File: config.mk
export PLATFORM = sky130hd
export DESIGN_NAME = register_mapping_table_unit
export DESIGN_NICKNAME = d
export VERILOG_FILES = /design/src/rtl/rmt_pkg.sv /design/src/rtl/rmt_ctrl.sv /design/src/rtl/rmt_datapath.sv /design/src/rtl/register_mapping_table_unit.sv
export SDC_FILE = /design/constraint.sdc
export NUM_CORES = 2
export LEC_CHECK = 0
export BUFFER_PORTS_ARGS = -buffer_cell sky130_fd_sc_hd__buf_2
export CAP_MARGIN = 20
export CORE_AREA = 4 4 401 403
export CTS_CLUSTER_SIZE = 30
export DETAILED_ROUTE_END_ITERATION = 7
export DIE_AREA = 0 0 405 407
export PLACE_DENSITY = 0.82
export SLEW_MARGIN = 10
export SYNTH_ARGS = -nofsm -noshare
export SYNTH_HDL_FRONTEND = slang
export SYNTH_SLANG_ARGS = --single-unit
File: constraint.sdc
create_clock -name i_clk -period 12.1 [get_ports i_clk]
set_input_delay 1.815 -clock i_clk [delete_from_list [all_inputs] [get_ports i_clk]]
set_output_delay 1.815 -clock i_clk [all_outputs]
set_load 0.03 [all_outputs]
File: src/rtl/rmt_pkg.sv
`default_nettype none

package rmt_pkg;

    localparam int DEPTH = 64;
    localparam int AW    = $clog2(DEPTH);
    localparam int CW    = $clog2(DEPTH + 1);

    localparam int IN_TDATA_W  = 64;
    localparam int OUT_TDATA_W = 56;

    typedef enum logic [1:0] {
        REQ_ADD    = 2'd0,
        REQ_REMOVE = 2'd1,
        REQ_LOOKUP = 2'd2,
        REQ_RANGE  = 2'd3
    } t_req_kind;

    typedef enum logic [1:0] {
        ST_OK        = 2'd0,
        ST_EXISTS    = 2'd1,
        ST_FULL      = 2'd2,
        ST_NOT_FOUND = 2'd3
    } t_status;

    typedef struct packed {
        logic [15:0] addr;
        logic [1:0]  rtype;
        logic        en;
        logic [3:0]  dtype;
        logic [3:0]  src;
        logic [7:0]  slot;
        logic [1:0]  words;
        logic        ro;
    } t_entry;

    typedef struct packed {
        t_req_kind   kind;
        t_entry      ent;
        logic [16:0] win_end;
        logic [5:0]  max_count;
    } t_req_info;

    typedef struct packed {
        logic    capture;
        logic    step;
        logic    shift_start;
        logic    shift_write;
        logic    write_add;
        logic    dec_count;
        logic    found_inc;
        logic    out_load;
        logic    out_hit;
        logic    out_last;
        logic    out_closing;
        t_status out_status;
    } t_dp_cmd;

    typedef struct packed {
        t_req_kind kind;
        logic      ev_valid;
        logic      cursor_done;
        logic      full;
        logic      found_lim;
        logic      m_addr;
        logic      m_type;
        logic      m_en;
        logic      m_rng;
        logic      out_free;
    } t_dp_stat;

endpackage

`default_nettype wire

File: src/rtl/rmt_ctrl.sv
`default_nettype none

module rmt_ctrl (
    input  wire logic              i_clk,
    input  wire logic              i_rst_n,
    input  wire logic              i_req_valid,
    output logic                   o_req_ready,
    input  wire rmt_pkg::t_dp_stat i_stat,
    output rmt_pkg::t_dp_cmd       o_cmd
);

    typedef enum logic [3:0] {
        S_IDLE   = 4'b0001,
        S_SCAN   = 4'b0010,
        S_SHIFT  = 4'b0100,
        S_FINISH = 4'b1000
    } t_state;

    t_state           r_state, n_state;
    rmt_pkg::t_status r_fin_status, n_fin_status;
    logic             r_fin_hit, n_fin_hit;
    logic             r_fin_closing, n_fin_closing;

    always_ff @(posedge i_clk) begin
        if (!i_rst_n) begin
            r_state <= S_IDLE;
        end else begin
            r_state <= n_state;
        end
        r_fin_status  <= n_fin_status;
        r_fin_hit     <= n_fin_hit;
        r_fin_closing <= n_fin_closing;
    end

    always_comb begin
        n_state       = r_state;
        n_fin_status  = r_fin_status;
        n_fin_hit     = r_fin_hit;
        n_fin_closing = r_fin_closing;
        o_req_ready   = 1'b0;
        o_cmd         = '0;
        o_cmd.out_status = rmt_pkg::ST_OK;
        case (r_state)
            S_IDLE: begin
                o_req_ready = 1'b1;
                if (i_req_valid) begin
                    o_cmd.capture = 1'b1;
                    n_state       = S_SCAN;
                end
            end
            S_SCAN: begin
                if (i_stat.ev_valid) begin
                    case (i_stat.kind)
                        rmt_pkg::REQ_ADD: begin
                            if (i_stat.m_addr && i_stat.m_type) begin
                                n_fin_status  = rmt_pkg::ST_EXISTS;
                                n_fin_hit     = 1'b0;
                                n_fin_closing = 1'b0;
                                n_state       = S_FINISH;
                            end else begin
                                o_cmd.step = 1'b1;
                            end
                        end
                        rmt_pkg::REQ_REMOVE: begin
                            if (i_stat.m_addr) begin
                                o_cmd.shift_start = 1'b1;
                                n_state           = S_SHIFT;
                            end else begin
                                o_cmd.step = 1'b1;
                            end
                        end
                        rmt_pkg::REQ_LOOKUP: begin
                            if (i_stat.m_addr && i_stat.m_type && i_stat.m_en) begin
                                n_fin_status  = rmt_pkg::ST_OK;
                                n_fin_hit     = 1'b1;
                                n_fin_closing = 1'b0;
                                n_state       = S_FINISH;
                            end else begin
                                o_cmd.step = 1'b1;
                            end
                        end
                        default: begin
                            if (i_stat.found_lim) begin
                                n_fin_status  = rmt_pkg::ST_OK;
                                n_fin_hit     = 1'b0;
                                n_fin_closing = 1'b1;
                                n_state       = S_FINISH;
                            end else if (i_stat.m_rng) begin
                                // A matching entry waits here until the output
                                // register can take it.
                                if (i_stat.out_free) begin
                                    o_cmd.out_load   = 1'b1;
                                    o_cmd.out_hit    = 1'b1;
                                    o_cmd.out_status = rmt_pkg::ST_OK;
                                    o_cmd.found_inc  = 1'b1;
                                    o_cmd.step       = 1'b1;
                                end
                            end else begin
                                o_cmd.step = 1'b1;
                            end
                        end
                    endcase
                end else if (i_stat.cursor_done) begin
                    n_fin_hit     = 1'b0;
                    n_fin_closing = 1'b0;
                    n_state       = S_FINISH;
                    case (i_stat.kind)
                        rmt_pkg::REQ_ADD: begin
                            if (i_stat.full) begin
                                n_fin_status = rmt_pkg::ST_FULL;
                            end else begin
                                o_cmd.write_add = 1'b1;
                                n_fin_status    = rmt_pkg::ST_OK;
                            end
                        end
                        rmt_pkg::REQ_REMOVE: n_fin_status = rmt_pkg::ST_NOT_FOUND;
                        rmt_pkg::REQ_LOOKUP: n_fin_status = rmt_pkg::ST_NOT_FOUND;
                        default: begin
                            n_fin_status  = rmt_pkg::ST_OK;
                            n_fin_closing = 1'b1;
                        end
                    endcase
                end else begin
                    o_cmd.step = 1'b1;
                end
            end
            S_SHIFT: begin
                o_cmd.shift_write = i_stat.ev_valid;
                if (!i_stat.ev_valid && i_stat.cursor_done) begin
                    o_cmd.dec_count = 1'b1;
                    n_fin_status    = rmt_pkg::ST_OK;
                    n_fin_hit       = 1'b0;
                    n_fin_closing   = 1'b0;
                    n_state         = S_FINISH;
                end else begin
                    o_cmd.step = 1'b1;
                end
            end
            S_FINISH: begin
                if (i_stat.out_free) begin
                    o_cmd.out_load    = 1'b1;
                    o_cmd.out_hit     = r_fin_hit;
                    o_cmd.out_last    = 1'b1;
                    o_cmd.out_closing = r_fin_closing;
                    o_cmd.out_status  = r_fin_status;
                    n_state           = S_IDLE;
                end
            end
            default: begin
                n_state = S_IDLE;
            end
        endcase
    end

    a_load_when_free: assert property (@(posedge i_clk) disable iff (!i_rst_n)
        o_cmd.out_load |-> i_stat.out_free)
        else $error("result loaded while the output register is occupied");

    a_shift_only_remove: assert property (@(posedge i_clk) disable iff (!i_rst_n)
        (r_state == S_SHIFT) |-> (i_stat.kind == rmt_pkg::REQ_REMOVE))
        else $error("table shift outside a remove request");

    a_capture_idle: assert property (@(posedge i_clk) disable iff (!i_rst_n)
        o_cmd.capture |=> (r_state == S_SCAN) && !i_stat.ev_valid)
        else $error("scan did not start cleanly after a request");

endmodule

`default_nettype wire

File: src/rtl/rmt_datapath.sv
`default_nettype none

module rmt_datapath (
    input  wire logic                              i_clk,
    input  wire logic                              i_rst_n,
    input  wire rmt_pkg::t_dp_cmd                  i_cmd,
    output rmt_pkg::t_dp_stat                      o_stat,
    input  wire rmt_pkg::t_req_info                i_req,
    input  wire logic                              i_out_ready,
    output logic                                   o_out_valid,
    output logic [rmt_pkg::OUT_TDATA_W-1:0]        o_out_data,
    output logic                                   o_out_hit,
    output logic                                   o_out_last
);

    rmt_pkg::t_entry  mem [rmt_pkg::DEPTH];

    rmt_pkg::t_req_info        r_req;
    rmt_pkg::t_entry           r_rd_data;
    logic [rmt_pkg::CW-1:0]    r_count, n_count;
    logic [rmt_pkg::CW-1:0]    r_rd_idx, n_rd_idx;
    logic [rmt_pkg::AW-1:0]    r_ev_idx, n_ev_idx;
    logic                      r_ev_valid, n_ev_valid;
    logic [5:0]                r_found, n_found;
    logic                      r_out_valid, n_out_valid;
    logic [rmt_pkg::OUT_TDATA_W-1:0] r_out_data, n_out_data;
    logic                      r_out_hit, r_out_last;

    logic                      cursor_done;
    logic                      rd_en;
    logic                      wr_en;
    logic [rmt_pkg::AW-1:0]    wr_addr;
    rmt_pkg::t_entry           wr_data;
    rmt_pkg::t_entry           out_ent;
    logic [5:0]                out_index;
    logic [5:0]                out_found;

    assign cursor_done = (r_rd_idx == r_count);
    assign rd_en       = i_cmd.step && !cursor_done;

    // The add path writes at the table end; the shift path copies the entry
    // just read one place down.
    assign wr_en   = i_cmd.write_add || i_cmd.shift_write;
    assign wr_addr = i_cmd.write_add ? r_count[rmt_pkg::AW-1:0]
                                     : r_ev_idx - rmt_pkg::AW'(1);
    assign wr_data = i_cmd.write_add ? r_req.ent : r_rd_data;

    always_ff @(posedge i_clk) begin
        if (wr_en) begin
            mem[wr_addr] <= wr_data;
        end
        if (rd_en) begin
            r_rd_data <= mem[r_rd_idx[rmt_pkg::AW-1:0]];
        end
    end

    always_comb begin
        n_rd_idx   = r_rd_idx;
        n_ev_idx   = r_ev_idx;
        n_ev_valid = r_ev_valid;
        n_found    = r_found;
        n_count    = r_count;
        if (i_cmd.capture) begin
            n_rd_idx   = '0;
            n_ev_valid = 1'b0;
            n_found    = '0;
        end else if (i_cmd.shift_start) begin
            n_rd_idx   = rmt_pkg::CW'(r_ev_idx) + rmt_pkg::CW'(1);
            n_ev_valid = 1'b0;
        end else if (i_cmd.step) begin
            if (!cursor_done) begin
                n_ev_valid = 1'b1;
                n_ev_idx   = r_rd_idx[rmt_pkg::AW-1:0];
                n_rd_idx   = r_rd_idx + rmt_pkg::CW'(1);
            end else begin
                n_ev_valid = 1'b0;
            end
        end
        if (i_cmd.found_inc) begin
            n_found = r_found + 6'd1;
        end
        if (i_cmd.write_add) begin
            n_count = r_count + rmt_pkg::CW'(1);
        end else if (i_cmd.dec_count) begin
            n_count = r_count - rmt_pkg::CW'(1);
        end
    end

    always_comb begin
        out_ent   = i_cmd.out_hit ? r_rd_data : '0;
        out_index = i_cmd.out_hit ? 6'(r_ev_idx) : 6'd0;
        out_found = i_cmd.out_closing ? r_found : 6'd0;
        n_out_data = {5'd0, out_found, out_index, out_ent.ro, out_ent.words, out_ent.slot,
                      out_ent.src, out_ent.dtype, out_ent.rtype, out_ent.addr,
                      i_cmd.out_status};
        n_out_valid = r_out_valid;
        if (i_cmd.out_load) begin
            n_out_valid = 1'b1;
        end else if (i_out_ready) begin
            n_out_valid = 1'b0;
        end
    end

    always_ff @(posedge i_clk) begin
        if (!i_rst_n) begin
            r_count     <= '0;
            r_rd_idx    <= '0;
            r_ev_valid  <= 1'b0;
            r_found     <= '0;
            r_out_valid <= 1'b0;
        end else begin
            r_count     <= n_count;
            r_rd_idx    <= n_rd_idx;
            r_ev_valid  <= n_ev_valid;
            r_found     <= n_found;
            r_out_valid <= n_out_valid;
        end
        r_ev_idx <= n_ev_idx;
        if (i_cmd.capture) begin
            r_req <= i_req;
        end
        if (i_cmd.out_load) begin
            r_out_data <= n_out_data;
            r_out_hit  <= i_cmd.out_hit;
            r_out_last <= i_cmd.out_last;
        end
    end

    always_comb begin
        o_stat.kind        = r_req.kind;
        o_stat.ev_valid    = r_ev_valid;
        o_stat.cursor_done = cursor_done;
        o_stat.full        = (r_count == rmt_pkg::CW'(rmt_pkg::DEPTH));
        o_stat.found_lim   = (r_found == r_req.max_count);
        o_stat.m_addr      = (r_rd_data.addr == r_req.ent.addr);
        o_stat.m_type      = (r_rd_data.rtype == r_req.ent.rtype);
        o_stat.m_en        = r_rd_data.en;
        o_stat.m_rng       = (r_rd_data.rtype == r_req.ent.rtype) && r_rd_data.en &&
                             (r_rd_data.addr >= r_req.ent.addr) &&
                             ({1'b0, r_rd_data.addr} < r_req.win_end);
        o_stat.out_free    = !r_out_valid || i_out_ready;
    end

    assign o_out_valid = r_out_valid;
    assign o_out_data  = r_out_data;
    assign o_out_hit   = r_out_hit;
    assign o_out_last  = r_out_last;

    a_count_bound: assert property (@(posedge i_clk) disable iff (!i_rst_n)
        r_count <= rmt_pkg::CW'(rmt_pkg::DEPTH))
        else $error("entry count beyond table depth");

    a_eval_in_table: assert property (@(posedge i_clk) disable iff (!i_rst_n)
        r_ev_valid |-> (rmt_pkg::CW'(r_ev_idx) < r_count))
        else $error("evaluated entry lies beyond the filled part of the table");

    a_found_bound: assert property (@(posedge i_clk) disable iff (!i_rst_n)
        i_cmd.found_inc |-> (r_found < r_req.max_count))
        else $error("range query returned more entries than its limit");

endmodule

`default_nettype wire

File: src/rtl/register_mapping_table_unit.sv
// Channel   Direction  Payload
// s_axis    in         tuser: req_type; tdata: request fields
// m_axis    out        tuser: hit; tlast: last; tdata: result fields
//
// One request is handled at a time; the table is walked one entry per cycle
// through the single read port of the entry memory.
// A removal that finds its entry moves every later entry down one place in the table.
// Reset (synchronous, active low) empties the table at once; no clearing pass.
// A stalled result register holds the scan; the next request is taken once
// the final result has been loaded into the result register.
`default_nettype none

module register_mapping_table_unit (
    input  wire logic                             i_clk,
    input  wire logic                             i_rst_n,
    input  wire logic                             s_axis_tvalid,
    output logic                                  s_axis_tready,
    // [15:0] addr, [17:16] reg_kind, [18] enabled, [22:19] value_format,
    // [26:23] source, [34:27] slot, [36:35] word_count, [37] write_lock,
    // [53:38] range_count, [59:54] max_count, [63:60] zero
    input  wire logic [rmt_pkg::IN_TDATA_W-1:0]   s_axis_tdata,
    // [1:0] req_type
    input  wire logic [1:0]                       s_axis_tuser,
    output logic                                  m_axis_tvalid,
    input  wire logic                             m_axis_tready,
    // [1:0] status, [17:2] entry_addr, [19:18] entry_type,
    // [23:20] entry_format, [27:24] entry_source, [35:28] entry_slot,
    // [37:36] entry_words, [38] entry_write_lock, [44:39] entry_index,
    // [50:45] found_count, [55:51] zero
    output logic [rmt_pkg::OUT_TDATA_W-1:0]       m_axis_tdata,
    // [0] hit
    output logic                                  m_axis_tuser,
    output logic                                  m_axis_tlast
);

    rmt_pkg::t_dp_cmd   cmd;
    rmt_pkg::t_dp_stat  stat;
    rmt_pkg::t_req_info req;

    always_comb begin
        req.kind          = rmt_pkg::t_req_kind'(s_axis_tuser);
        req.ent.addr      = s_axis_tdata[15:0];
        req.ent.rtype     = s_axis_tdata[17:16];
        req.ent.en        = s_axis_tdata[18];
        req.ent.dtype     = s_axis_tdata[22:19];
        req.ent.src       = s_axis_tdata[26:23];
        req.ent.slot      = s_axis_tdata[34:27];
        req.ent.words     = s_axis_tdata[36:35];
        req.ent.ro        = s_axis_tdata[37];
        // The window end is kept to 17 bits, so it never wraps.
        req.win_end       = {1'b0, s_axis_tdata[15:0]} + {1'b0, s_axis_tdata[53:38]};
        req.max_count     = s_axis_tdata[59:54];
    end

    rmt_ctrl u_ctrl (
        .i_clk       (i_clk),
        .i_rst_n     (i_rst_n),
        .i_req_valid (s_axis_tvalid),
        .o_req_ready (s_axis_tready),
        .i_stat      (stat),
        .o_cmd       (cmd)
    );

    rmt_datapath u_datapath (
        .i_clk       (i_clk),
        .i_rst_n     (i_rst_n),
        .i_cmd       (cmd),
        .o_stat      (stat),
        .i_req       (req),
        .i_out_ready (m_axis_tready),
        .o_out_valid (m_axis_tvalid),
        .o_out_data  (m_axis_tdata),
        .o_out_hit   (m_axis_tuser),
        .o_out_last  (m_axis_tlast)
    );

endmodule

`default_nettype wire

==> metrics <==
outcome finished with violations; failing checks design-rule violations; min Tclk post-route 6.35 ns; # hold bufs at CTS 0; setup violators final 0; share of the synthesized area in the top cell type 76.5%; floorplan row count 146; GRT Resource Usage Total 38.7%; Routed Antenna Nets 0; CTS tree done; Synth Warn # 0; Final Cell Area 114000 sq um; FF+latch area 78500 sq um; Netlist cell types 75; Fmax 158 MHz; CP Capture Type register; Starting Density 64.7%; Synth area leader edfxtp_1; Fill cells 7750; RePlAce Congestion 0.850; root buffer cell clkbuf_16; initial antenna violation count 24; DRC errors left 14; die height 407 um; die area 165000 sq um; asr flop ratio synth 0%; Rel. slew slack 13.3%; most area-consuming cells after synthesis edfxtp_1 77%, mux4_2 17%, ha_1 0.72%; DP Area 106000 sq um; # clock sinks 2622; Hold Fails Final Rpt 0; Nets 4810; Leak 34.9 nW; Post-Syn Area 102000 sq um; number of I/O pins 130; sequential share of the synthesized area 77.0%; Worst Slack Setup Final 5.75 ns; Setup CP Type register to register; PostCTS Resize Cnt 0; total negative setup slack 0 ns; #FFs+latches synth 2622; Tightest Pin Transition 1.30 ns; Vias per Instance 7.79; total gr overflow 0; overall die width 405 um; PwrDens 156 nW/um^2; dpl ws 6.06 ns; CP Launch Type register; Synth Instances 4387; Post-synth EDFFs 2596; Area Growth Syn to Fin 11.7%; drt first pass iters 8; post-CTS setup buffers 0; CP Data Arrival Time 6.86 ns; Fin Clk Skew 0.0321 ns; routed len/inst 44.6 um; RSZ-0062 raised after global routing false; Multi-input gate area 23000 sq um; total routed wirelength 311000 um; main flop type after synthesis edfxtp_1; vias in the first global route 54500; top-count cell post-synth edfxtp_1; Core Box Area 157000 sq um; Hold Crit Class register to register; max-slew violation count 0; critical path required time 12.61 ns; first-pass GRT wire length 434000 um; DP HPWL 148000 um; CTS Buffer Depth 3; placed cell count 6506; Tcrit/Tclk final 52.5%; critical path fanouts, max 45; H-tree depth 4; pin count of the biggest net entering global routing 108; Peak VDD IR 0.155 mV; number of max-cap violations 0; clk_lat worst skew 0.89 ns; share of cells above drive strength 1 30.9%; Final Non-Filler Cells 6977; Final Core Density 72.3%; I/O Buffers 120; vias 54300; Starting DRT DRC Count 12000; Num CTS Buffers 237; CTS clk-pin slew, worst paths 0.07 ns; Post-synth top cells 2596 x edfxtp_1, 786 x mux4_2, 143 x nand2_1, 108 x clkbuf_1, 99 x nor2_1; syn_area_per_cell 23.2 sq um
[final cells by class]
type                    instances  area share (%)
flip-flops and latches       2622            69.0
multi-input cells            1508            20.2
clock buffers                 298            5.47
well taps                    2072            2.28
repair buffers                264            1.63
clock inverters               153            1.29
inverters                      46           0.153
diodes                         14          0.0308
[power by group]
part           switching, mW  internal, mW  leakage, nW  total, mW
Combinational          0.157        0.0695         7.47      0.226
Clock                   3.53          4.09         3.71       7.62
Sequential            0.0150          9.89         23.7       9.91
[worst paths after layout]
path | from | to | slack [ns] | cells after the start
setup reg to reg | u_datapath.r_rd_idx[0]$_SDFFE_PP0P_ | u_datapath.mem[13][32]$_DFFE_PP_ | 5.75 | 10
hold reg to reg | u_ctrl.r_fin_status[1]$_SDFFCE_PP0P_ | u_datapath.o_out_data[1]$_SDFFCE_PN0P_ | 0.52 | 1
hold / removal | u_ctrl.r_fin_status[1]$_SDFFCE_PP0P_ | u_datapath.o_out_data[1]$_SDFFCE_PN0P_ | 0.52 | 1
setup / recovery | u_datapath.r_rd_idx[0]$_SDFFE_PP0P_ | u_datapath.mem[13][32]$_DFFE_PP_ | 5.75 | 10
[metrics by stage]
step / hold WS, ns / total power [mW]
floorplan: 0.403 / 10.2
global placement: 0.524 / 10.3
detailed placement: 0.513 / 10.3
CTS: 0.530 / 17.7
global route: 0.569 / 18.2
finish: 0.525 / 17.8
[metal layers]
layer  up-vias  part of all wire (%)  global-route usage (%)
met5         -                 0.039                       0
met4        16                   8.1                    24.3
met3      1465                    14                    11.7
met2      6047                    48                    60.6
met1     27600                    30                    48.2
li1      19200                     -                       -
[state kept, by name, indices dropped and copies added (netlist names), 4 cells and up]
register and count:
u_datapath.r_found 6, u_datapath.mem 2432, u_ctrl.r_state 4, u_datapath.r_ev_idx 6, u_datapath.r_req 61, u_datapath.r_rd_idx 7, u_datapath.r_rd_data 37, u_datapath.r_count 7
u_datapath.o_out_data 51
[worst max-delay path, stage by stage (launching register included)]
cell	delay (ns)
dfxtp_4	1.01
xor2_1	0.28
nor4_4	0.40
nand2_2	0.24
nor4_4	0.29
buf_4	0.60
nor2_1	0.14
nor2_1	0.32
nand3_1	0.72
nor2_4	1.22
buf_4	0.62
[cells in the final DEF, fill, tap and decap left out, drive strengths merged, types with 4 or more instances in the layout]
master	Yosys	layout
a21oi	39	39
mux2i	20	20
nand2b	10	10
xnor2	22	22
clkbuf	108	298
edfxtp	2596	2596
mux2	12	12
nor2	100	100
nor2b	7	7
clkinvlp	0	11
and2	54	54
clkinv	0	116
inv	46	52
o211ai	5	5
nand4	7	7
mux4	786	786
o21a	11	11
diode	0	14
xor2	20	20
ha	59	59
nand2	146	146
o21ai	59	59
bufinv	0	20
and3	17	17
nor4	11	11
nand3	23	23
conb	1	5
dfxtp	26	26
a211oi	4	4
nor3	22	22
or3	7	7
buf	107	264
a21o	12	12
[logic make-up after synthesis]
group,after synthesis,share of synthesized area [%]
other,1,0.00368
XOR/XNOR,42,0.361
AO/OA/AOI/OAI,162,0.995
multiplexers,818,17.7
flip-flops,2622,77.0
buffers and inverters,261,1.08
adder cells (fa/ha/maj),61,0.764
AND/OR/NAND/NOR,420,2.03
No activity file was read; power rests on OpenSTA's default activity.
